**src/rtl/tdlr_pkg.sv**
```systemverilog
package tdlr_pkg;

   // Lane and field widths of one word pair and of one result
   localparam int LANES      = 64;
   localparam int WORD_W     = LANES;
   localparam int PC_W       = $clog2(LANES + 1);
   localparam int COUNT_W    = 19;
   localparam int DOT_W      = 20;
   localparam int OUT_W      = 35;
   localparam int ALPHA_W    = 16;

   // Stream payload widths, padded to whole bytes
   localparam int REQ_DATA_W = 4 * WORD_W;
   localparam int RSP_DATA_W = ((DOT_W + OUT_W + 7) / 8) * 8;

   // Parameter defaults
   localparam int MAX_WORDS_DEF = 4096;
   localparam int FRAC_BITS_DEF = 14;

   // Finished dot product on its way to the activation stage
   typedef struct packed {
      logic             valid;
      logic [DOT_W-1:0] dot;
   } dot_beat_type;

   // Count the set lanes of one word
   function automatic logic [PC_W-1:0] popcount(input logic [WORD_W-1:0] word);
      logic [PC_W-1:0] n;
      n = '0;
      for (int i = 0; i < WORD_W; i++) begin
         n = n + PC_W'(word[i]);
      end
      return n;
   endfunction

endpackage

```
**src/rtl/tdlr_count.sv**
```systemverilog
module tdlr_count
   import tdlr_pkg::*;
#(
   parameter int MAX_WORDS = MAX_WORDS_DEF
) (
   input  logic                  clock,
   input  logic                  reset,
   input  logic                  in_valid,
   output logic                  in_ready,
   input  logic [WORD_W-1:0]     act_sign,
   input  logic [WORD_W-1:0]     act_mask,
   input  logic [WORD_W-1:0]     ker_sign,
   input  logic [WORD_W-1:0]     ker_mask,
   input  logic                  last_word,
   output dot_beat_type          dot_beat,
   input  logic                  dot_ready
);

   localparam int CapRaw     = MAX_WORDS * LANES;
   localparam int CountLimit = (2 ** COUNT_W) - 1;
   localparam logic [COUNT_W-1:0] CountCap =
      COUNT_W'((CapRaw < CountLimit) ? CapRaw : CountLimit);

   logic                s1_valid_ff, s1_valid_in;
   logic                s1_last_ff, s1_last_in;
   logic [WORD_W-1:0]   both_ff, both_in;
   logic [WORD_W-1:0]   neg_ff, neg_in;
   logic [COUNT_W-1:0]  total_ff, total_in;
   logic [COUNT_W-1:0]  negc_ff, negc_in;
   logic                dot_valid_ff, dot_valid_in;
   logic [DOT_W-1:0]    dot_ff, dot_in;

   logic                s1_go;
   logic [COUNT_W:0]    total_sum, negc_sum;
   logic [COUNT_W-1:0]  total_sat, negc_sat;
   logic [DOT_W:0]      dot_wide;

   // A plain word always moves on; a last word needs room in the dot stage
   assign s1_go    = s1_valid_ff && (!s1_last_ff || !dot_valid_ff || dot_ready);
   assign in_ready = !s1_valid_ff || s1_go;

   // Reduce the beat to the lanes that count and the lanes that are negative
   always_comb begin
      s1_valid_in = s1_valid_ff;
      s1_last_in  = s1_last_ff;
      both_in     = both_ff;
      neg_in      = neg_ff;
      if (in_valid && in_ready) begin
         s1_valid_in = 1'b1;
         s1_last_in  = last_word;
         both_in     = act_mask & ker_mask;
         neg_in      = (act_sign ^ ker_sign) & act_mask & ker_mask;
      end else if (s1_go) begin
         s1_valid_in = 1'b0;
      end
   end

   // Accumulate with saturation, form the dot product, clear on a last word
   always_comb begin
      total_sum = {1'b0, total_ff} + (COUNT_W + 1)'(popcount(both_ff));
      negc_sum  = {1'b0, negc_ff} + (COUNT_W + 1)'(popcount(neg_ff));
      total_sat = (total_sum > {1'b0, CountCap}) ? CountCap : total_sum[COUNT_W-1:0];
      negc_sat  = (negc_sum > {1'b0, CountCap}) ? CountCap : negc_sum[COUNT_W-1:0];
      dot_wide  = {2'b00, total_sat} - {1'b0, negc_sat, 1'b0};

      total_in     = total_ff;
      negc_in      = negc_ff;
      dot_in       = dot_ff;
      dot_valid_in = dot_valid_ff;
      if (dot_ready) begin
         dot_valid_in = 1'b0;
      end
      if (s1_go) begin
         if (s1_last_ff) begin
            total_in     = '0;
            negc_in      = '0;
            dot_in       = dot_wide[DOT_W-1:0];
            dot_valid_in = 1'b1;
         end else begin
            total_in = total_sat;
            negc_in  = negc_sat;
         end
      end
   end

   always_ff @(posedge clock) begin
      if (reset) begin
         s1_valid_ff  <= 1'b0;
         s1_last_ff   <= 1'b0;
         total_ff     <= '0;
         negc_ff      <= '0;
         dot_valid_ff <= 1'b0;
      end else begin
         s1_valid_ff  <= s1_valid_in;
         s1_last_ff   <= s1_last_in;
         total_ff     <= total_in;
         negc_ff      <= negc_in;
         dot_valid_ff <= dot_valid_in;
      end
   end

   always_ff @(posedge clock) begin
      both_ff <= both_in;
      neg_ff  <= neg_in;
      dot_ff  <= dot_in;
   end

   assign dot_beat.valid = dot_valid_ff;
   assign dot_beat.dot   = dot_ff;

endmodule

```
**src/rtl/tdlr_act.sv**
```systemverilog
module tdlr_act
   import tdlr_pkg::*;
#(
   parameter int FRAC_BITS = FRAC_BITS_DEF
) (
   input  logic                 clock,
   input  logic                 reset,
   input  dot_beat_type         dot_beat,
   output logic                 dot_ready,
   input  logic [ALPHA_W-1:0]   alpha_q14,
   output logic                 out_valid,
   input  logic                 out_ready,
   output logic [DOT_W-1:0]     dot_value,
   output logic [OUT_W-1:0]     out_value
);

   localparam int RawW = ((FRAC_BITS > ALPHA_W) ? (DOT_W + FRAC_BITS) : (DOT_W + ALPHA_W)) + 1;
   localparam logic signed [RawW-1:0] OutMax = RawW'({1'b0, {(OUT_W - 1){1'b1}}});
   localparam logic signed [RawW-1:0] OutMin = ~OutMax;

   logic                              out_valid_ff, out_valid_in;
   logic [DOT_W-1:0]                  dot_ff, dot_in;
   logic [OUT_W-1:0]                  value_ff, value_in;

   logic signed [DOT_W-1:0]           dot_s;
   logic signed [ALPHA_W-1:0]         alpha_s;
   logic signed [DOT_W+ALPHA_W-1:0]   prod;
   logic signed [RawW-1:0]            shifted;
   logic signed [RawW-1:0]            raw;
   logic signed [RawW-1:0]            sat;

   assign dot_ready = !out_valid_ff || out_ready;

   // Positive dot scales up by the fraction width; the rest takes the slope
   always_comb begin
      dot_s   = $signed(dot_beat.dot);
      alpha_s = $signed(alpha_q14);
      prod    = dot_s * alpha_s;
      shifted = RawW'(dot_s) <<< FRAC_BITS;
      raw     = (dot_s > 0) ? shifted : RawW'(prod);
      if (raw > OutMax) begin
         sat = OutMax;
      end else if (raw < OutMin) begin
         sat = OutMin;
      end else begin
         sat = raw;
      end
   end

   // Hold the result until the sink takes it
   always_comb begin
      out_valid_in = out_valid_ff;
      dot_in       = dot_ff;
      value_in     = value_ff;
      if (out_ready) begin
         out_valid_in = 1'b0;
      end
      if (dot_beat.valid && dot_ready) begin
         out_valid_in = 1'b1;
         dot_in       = dot_beat.dot;
         value_in     = sat[OUT_W-1:0];
      end
   end

   always_ff @(posedge clock) begin
      if (reset) begin
         out_valid_ff <= 1'b0;
      end else begin
         out_valid_ff <= out_valid_in;
      end
   end

   always_ff @(posedge clock) begin
      dot_ff   <= dot_in;
      value_ff <= value_in;
   end

   assign out_valid = out_valid_ff;
   assign dot_value = dot_ff;
   assign out_value = value_ff;

endmodule

```
**src/rtl/ternary_dot_leaky_relu.sv**
```systemverilog
// Channel   | Direction | Handshake           | Payload
// ----------+-----------+---------------------+--------------------------------------------
// req       | in        | req_tvalid/tready   | tdata: act_sign, act_mask, ker_sign, ker_mask
//           |           |                     | tlast: last_word
// rsp       | out       | rsp_tvalid/tready   | tdata: dot_value, out_value, zero pad
// csr       | in        | csr_we              | csr_wdata: alpha_q14
//
// One word pair is taken every cycle unless a last word waits in the input register.
// A tlast beat passes the input register, the count and dot register, and the result register.
// The popcount and saturating accumulate of a word pair are combinational.
// Reset clears the counts, alpha and all valid flags.
// A stalled result holds the result register; the stages behind it keep
// taking beats until their registers fill. A plain word in the input register
// never waits, but a last word there waits for room in the dot register.
module ternary_dot_leaky_relu
   import tdlr_pkg::*;
#(
   parameter int MAX_WORDS = MAX_WORDS_DEF,
   parameter int FRAC_BITS = FRAC_BITS_DEF
) (
   input  logic                   clock,
   input  logic                   reset,
   input  logic                   req_tvalid,
   output logic                   req_tready,
   input  logic [REQ_DATA_W-1:0]  req_tdata,  // act_sign, act_mask, ker_sign, ker_mask
   input  logic                   req_tlast,
   output logic                   rsp_tvalid,
   input  logic                   rsp_tready,
   output logic [RSP_DATA_W-1:0]  rsp_tdata,  // dot_value, out_value, zero pad
   input  logic                   csr_we,
   input  logic [ALPHA_W-1:0]     csr_wdata
);

   logic [ALPHA_W-1:0] alpha_ff, alpha_in;
   dot_beat_type       dot_beat;
   logic               dot_ready;
   logic [DOT_W-1:0]   dot_value;
   logic [OUT_W-1:0]   out_value;

   // Latch the slope on a write
   assign alpha_in = csr_we ? csr_wdata : alpha_ff;

   always_ff @(posedge clock) begin
      if (reset) begin
         alpha_ff <= '0;
      end else begin
         alpha_ff <= alpha_in;
      end
   end

   tdlr_count #(
      .MAX_WORDS (MAX_WORDS)
   ) u_count (
      .clock     (clock),
      .reset     (reset),
      .in_valid  (req_tvalid),
      .in_ready  (req_tready),
      .act_sign  (req_tdata[WORD_W-1:0]),
      .act_mask  (req_tdata[2*WORD_W-1:WORD_W]),
      .ker_sign  (req_tdata[3*WORD_W-1:2*WORD_W]),
      .ker_mask  (req_tdata[4*WORD_W-1:3*WORD_W]),
      .last_word (req_tlast),
      .dot_beat  (dot_beat),
      .dot_ready (dot_ready)
   );

   tdlr_act #(
      .FRAC_BITS (FRAC_BITS)
   ) u_act (
      .clock     (clock),
      .reset     (reset),
      .dot_beat  (dot_beat),
      .dot_ready (dot_ready),
      .alpha_q14 (alpha_ff),
      .out_valid (rsp_tvalid),
      .out_ready (rsp_tready),
      .dot_value (dot_value),
      .out_value (out_value)
   );

   assign rsp_tdata = {{(RSP_DATA_W - DOT_W - OUT_W){1'b0}}, out_value, dot_value};

endmodule

```
**config.mk**
```make
export PLATFORM = sky130hd
export DESIGN_NAME = ternary_dot_leaky_relu
export DESIGN_NICKNAME = d
export VERILOG_FILES = /design/src/rtl/tdlr_pkg.sv /design/src/rtl/tdlr_count.sv /design/src/rtl/tdlr_act.sv /design/src/rtl/ternary_dot_leaky_relu.sv
export SDC_FILE = /design/constraint.sdc
export NUM_CORES = 2
export LEC_CHECK = 0
export ABC_AREA = 0
export ABC_CLOCK_PERIOD_IN_PS = 9500
export BUFFER_PORTS_ARGS = -buffer_cell sky130_fd_sc_hd__clkbuf_2
export CAP_MARGIN = 0
export CORE_MARGIN = 2
export CORE_UTILIZATION = 55
export DETAILED_ROUTE_END_ITERATION = 10
export PLACE_DENSITY = 0.79
export SYNTH_ARGS = -nofsm -noshare
export SYNTH_HDL_FRONTEND = slang
export SYNTH_HIERARCHICAL = 1
export SYNTH_SLANG_ARGS = --single-unit
```
**constraint.sdc**
```tcl
create_clock -name clock -period 9.5 [get_ports clock]
set_input_delay 1.425 -clock clock [delete_from_list [all_inputs] [get_ports clock]]
set_output_delay 1.425 -clock clock [all_outputs]
set_load 0.02 [all_outputs]
```
Word-level counts from Yosys, hierarchy flattened --
Cells that the tools add are included.
Cells by class: muxes and demuxes 13, $add $sub $neg 129, multipliers 1, bitwise logic cells 4, reductions and logical operators 14, $lt $le $gt $ge 5
Operator list (number):
- $add A7 B1 Y7 | 124
- $and A64 B64 Y64 | 3
- $mux W19 | 4
- $xor A64 B64 Y64 | 1
- $add A19 B7 Y20 | 2
- $gt A20 B19 Y1 const B | 2
- $gt A37 B35 Y1 const B | 1
- $lt A37 B35 Y1 const B | 1
- $mux W37 | 1
- $mul A20 B16 Y36 | 1
- $mux W35 | 1
- $gt A20 B1 Y1 const B | 1
- $sub A19 B20 Y20 | 1
- $mux W1 | 7
- $add A1 B1 Y2 | 2
- $logic_not A1 Y1 | 4
- $logic_or A1 B1 Y1 | 4
- $reduce_bool A2 Y1 | 2
- $logic_and A1 B1 Y1 | 3
- $reduce_and A2 Y1 | 1
Word-level totals: output and inout port bits 58, logic and storage cells 178, flip-flop bits (word level) 261, input bits 278

Logic depth before layout (Yosys ltp) --
word-level depth 67, gate-level depth with buffers 34

Cells and area by module --
Netlist, hierarchy kept.
Modules (own cells, without submodules):
- tdlr_act | cells each 1604, area each 14685.3 sq um, instances 1, sequential area each 1671.6 sq um
- tdlr_count | cells each 1273, area each 13601.8 sq um, instances 1, sequential area each 5265.0 sq um
- ternary_dot_leaky_relu | cells each 54, area each 591.8 sq um, instances 1, sequential area each 320.3 sq um

Worst setup path after synthesis --
OpenSTA, ideal clock, no wires.
kind flip-flop to flip-flop, start point reg u_count.neg_ff[53], end point reg u_count.dot_ff[19] (data pin), required time 9326 ps, period minus slack after synthesis 9537 ps, data arrival time 9362 ps, slack -37 ps, setup time 174 ps, path buffers 0, cell stages (with the launch flop) 32, cells stage by stage edfxtp_1 > fa_1 > inv_1 > fa_1 > inv_1 > fa_1 > inv_1 > fa_1 > fa_1 > fa_1 > fa_1 > fa_1 > inv_1 > fa_1 > fa_1 > a211oi_2 > o211a_1 > or3_4 > o211ai_1 > or4b_2 > inv_1 > a21oi_1 > or2_2 > ha_1 > nor2b_1 > o21ai_0 > a21boi_0 > o21ai_0 > a2111oi_0 > or4_1 > and3_1 > a311oi_1
On the way: word-level cells in the longest chain between the ends 15
RTL lines:
- start, declared | RTL line tdlr_count.sv:27 | logic [WORD_W-1:0] neg_ff, neg_in;
- start signal, assigned | RTL line tdlr_count.sv:104 | neg_ff <= neg_in;
- $add A7 B1 Y7 (*) (11 in a row) | RTL line tdlr_pkg.sv:31 | n = n + PC_W'(word[i]);
- $add A19 B7 Y20 (*) | RTL line tdlr_count.sv:61 | negc_sum = {1'b0, negc_ff} + (COUNT_W + 1)'(popcount(neg_ff));
- $gt A20 B19 Y1 | RTL line tdlr_count.sv:63 | negc_sat = (negc_sum > {1'b0, CountCap}) ? CountCap : negc_sum[COUNT_W-1:0];
- $mux W19 (*) | RTL line tdlr_count.sv:63
- $sub A19 B20 Y20 (*) | RTL line tdlr_count.sv:64 | dot_wide = {2'b00, total_sat} - {1'b0, negc_sat, 1'b0};
- net u_count.dot_wide[19] | RTL line tdlr_count.sv:36 | logic [DOT_W:0] dot_wide;
- end signal, assigned | RTL line tdlr_count.sv:105 | dot_ff <= dot_in;
- end, declared | RTL line tdlr_count.sv:31 | logic [DOT_W-1:0] dot_ff, dot_in;
The timed path passes the listed nets; every way through them passes the cells marked *. A chain may end at the register's enable or synchronous reset.

Worst setup path after layout --
Ends and elaborated chain as after synthesis.

==> results.py <==
metrics = {
    "status": {
        "status": "completed",
    },
    "hold_path": {
        "min_path_type": "reg2reg",
    },
    "clocking": {
        "cts_inserted_buffers": 31,
        "cts_tree": "yes",
        "clock_latency_ns": 0.61,
        "path_clk_slew_ns": 0.06,
        "cts_hold_buf": 0,
        "cts_max_level": 1,
        "root_buffer": "clkbuf_16",
        "cts_sinks": 261,
        "clock_path_buffers": 3,
    },
    "logic_synthesis": {
        "synth.ff_latch_count": 261,
        "synth_ff_type": "edfxtp_1",
        "ys_types": 96,
        "syn-cell-area_um2": 28880,
        "synthCells": 2931,
        "synth_edf_count": 203,
        "synth_area_per_cell_um2": 9.853,
        "yosysWarnings": 6,
        "yosysSeqAreaShare": 0.2513,
        "syn_nets": 3802,
        "synthArstFlopShare": 0,
    },
    "global_route": {
        "grt-ovfl-total": 0,
        "first_global_vias": 23060,
        "grt_usage": 0.2764,
        "grt_max_degree": 92,
        "antenna_found_initial": 5,
        "grt_pass1_wl_um": 117900,
    },
    "worst_setup_path": {
        "crit_slowest_cell": "fa_1",
        "crit_top_cell": "fa_1",
        "required_ns": 9.92,
        "critPathCaptureType": "flop",
        "start_kind": "flop",
        "crit_fanout": 5,
        "critPathMaxStageDelay_ns": 0.55,
        "reg2reg_slack_ns": 0.14,
        "critPathArrivalTime_ns": 9.77,
        "criticalPathCategory": "reg2reg",
    },
    "drt": {
        "num_vias": 21720,
        "firstDrtPassIters": 6,
        "via_per_inst": 5.466,
        "ant_nets": 0,
        "wl_per_cell_um": 18.30,
        "drtIter0Drc": 1837,
        "routed_wl_um": 72740,
        "drc": 0,
    },
    "sta": {
        "hold_viol": 0,
        "setup_viol": 0,
        "timing.fmax_mhz": 106.9,
        "maxSlewViolCount": 0,
        "timing.final.crit_share": 0.9849,
        "fin_crit_ns": 9.356,
        "slew_headroom": 0.2104,
        "tightest_slew_ns": 1.184,
        "setup_slack_ns": 0.1438,
        "skew_ns": 0.02420,
        "rsz0062_at_grt": "yes",
        "fin_hold_ws_ns": 0.4687,
    },
    "place": {
        "numPortBuffers": 334,
        "dpl.cell_count": 3907,
        "dpl.hpwl_um": 56570,
        "gp_congestion": 0.9232,
        "pre_cts_slack_ns": -0.3074,
    },
    "floorplan": {
        "design.portCount": 336,
        "core_area_um2": 51610,
        "row_count": 83,
        "initial_utilization": 0.5595,
        "die-area_um2": 54360,
        "die_w_um": 233.1,
        "fp.dieH_um": 233.1,
    },
    "flow_run": {
        "max_cap_viol_count": 0,
    },
    "layout": {
        "layout-drive-gt1-share": 0.1650,
        "layout.cells.most_common_list": "inv_1, fa_1, clkbuf_2",
        "final_util": 0.6347,
        "fin_nets": 4136,
        "syn_to_final_growth_pct": 13.43,
        "mostFrequentLayoutCell": "inv_1",
        "final_cells": 3974,
    },
}
-- layout make-up --
type | count | area [um2]
Antenna cell | 4 | 10.01
Clock buffer | 40 | 839.6
Clock inverter | 18 | 203.9
Fill cell | 4071 | 18860
Inverter | 612 | 2297
Multi-Input combinational cell | 1946 | 19030
Sequential cell | 261 | 7257
Tap cell | 680 | 850.8
Timing Repair Buffer | 413 | 2272
-- cells in the mapped netlist (all sizes together), types with 12 or more instances --
| cell | count | share of area |
|---|---|---|
| mux2i | 20 | 0.0069 |
| o21ai | 71 | 0.012 |
| a21o | 15 | 0.0039 |
| edfxtp | 203 | 0.21 |
| nand2b | 17 | 0.0037 |
| xnor2 | 52 | 0.016 |
| nand4 | 25 | 0.0056 |
| dfxtp | 58 | 0.040 |
| or3 | 12 | 0.0028 |
| nor2b | 17 | 0.0037 |
| o211ai | 16 | 0.0043 |
| a21oi | 86 | 0.016 |
| clkbuf | 79 | 0.010 |
| nor2 | 139 | 0.018 |
| and2 | 283 | 0.061 |
| ha | 162 | 0.070 |
| nand3 | 42 | 0.0073 |
| a211oi | 13 | 0.0037 |
| nor3 | 21 | 0.0036 |
| nand2 | 248 | 0.032 |
| a31oi | 16 | 0.0039 |
| o31ai | 12 | 0.0031 |
| buf | 33 | 0.0067 |
| inv | 611 | 0.079 |
| xor2 | 89 | 0.027 |
| fa | 431 | 0.30 |
-- state kept, by name, indices dropped and copies added, names as in the netlist --
signal / flops
u_count/s1_valid_ff: 1
u_count/dot_valid_ff: 1
u_count/both_ff: 64
u_count/neg_ff: 64
u_count/negc_ff: 19
u_count/dot_ff: 20
u_act/out_value: 35
u_act/out_valid: 1
u_count/total_ff: 19
u_count/s1_last_ff: 1
u_act/dot_value: 20
alpha_ff: 16
-- worst max-delay path: cells and delay by family (launching register included) --
family / cells / cell delay [ns]
DFF: 1 / 0.40
buffers and inverters: 7 / 0.62
adders and majority gates: 12 / 5.19
AOI/OAI and AO/OA: 7 / 1.01
xor gates and xnor gates: 1 / 0.17
and+or+nand+nor: 7 / 1.78
-- metrics by stage --
stage | area [um2] | TNS, ns
after global placement | 31470 | -0.3446
after floorplan | 28880 | 0
final | 32760 | 0
after detailed placement | 31470 | -1.044
after global routing | 32760 | -0.3296
after CTS | 32560 | 0
-- kinds of logic after synthesis --
group,count (synthesis),synth area share
AND/OR/NAND/NOR,854,0.1515
buffers and inverters,724,0.09653
adder cells (fa/ha/maj),596,0.3701
AO/OA/AOI/OAI,331,0.07890
flip-flops,261,0.2513
XOR/XNOR,141,0.04341
multiplexers,23,0.008102
other,1,0.0001299
-- timing repair --
action,in CTS,in global routing
pin swaps,4,27
setup buffers,0,5
resized for setup,11,36
setup endpoints to repair,7,12
-- routing by layer --
metal | wire length, um | track usage | part of all wire | up-vias
li1 | - | - | - | 9917
met1 | 29260 | 0.3557 | 0.40 | 10700
met2 | 35730 | 0.4802 | 0.49 | 942
met3 | 5387 | 0.04248 | 0.074 | 162
met4 | 2363 | 0.08658 | 0.032 | 0
met5 | 0 | 0 | 0 | -
-- final timing paths --
path	startpoint	end	cells past startpoint
worst min-delay path	u_count/dot_valid_ff	u_act/out_valid	2
worst max-delay path	u_count/neg_ff[53]	u_count/dot_ff[19]	34
worst max register to register	u_count/neg_ff[53]	u_count/dot_ff[19]	34
worst min register to register	u_count/dot_valid_ff	u_act/out_valid	2
Power is not shown: default switching activity piles up to over one toggle a cycle in this logic, so the estimate is an artifact.
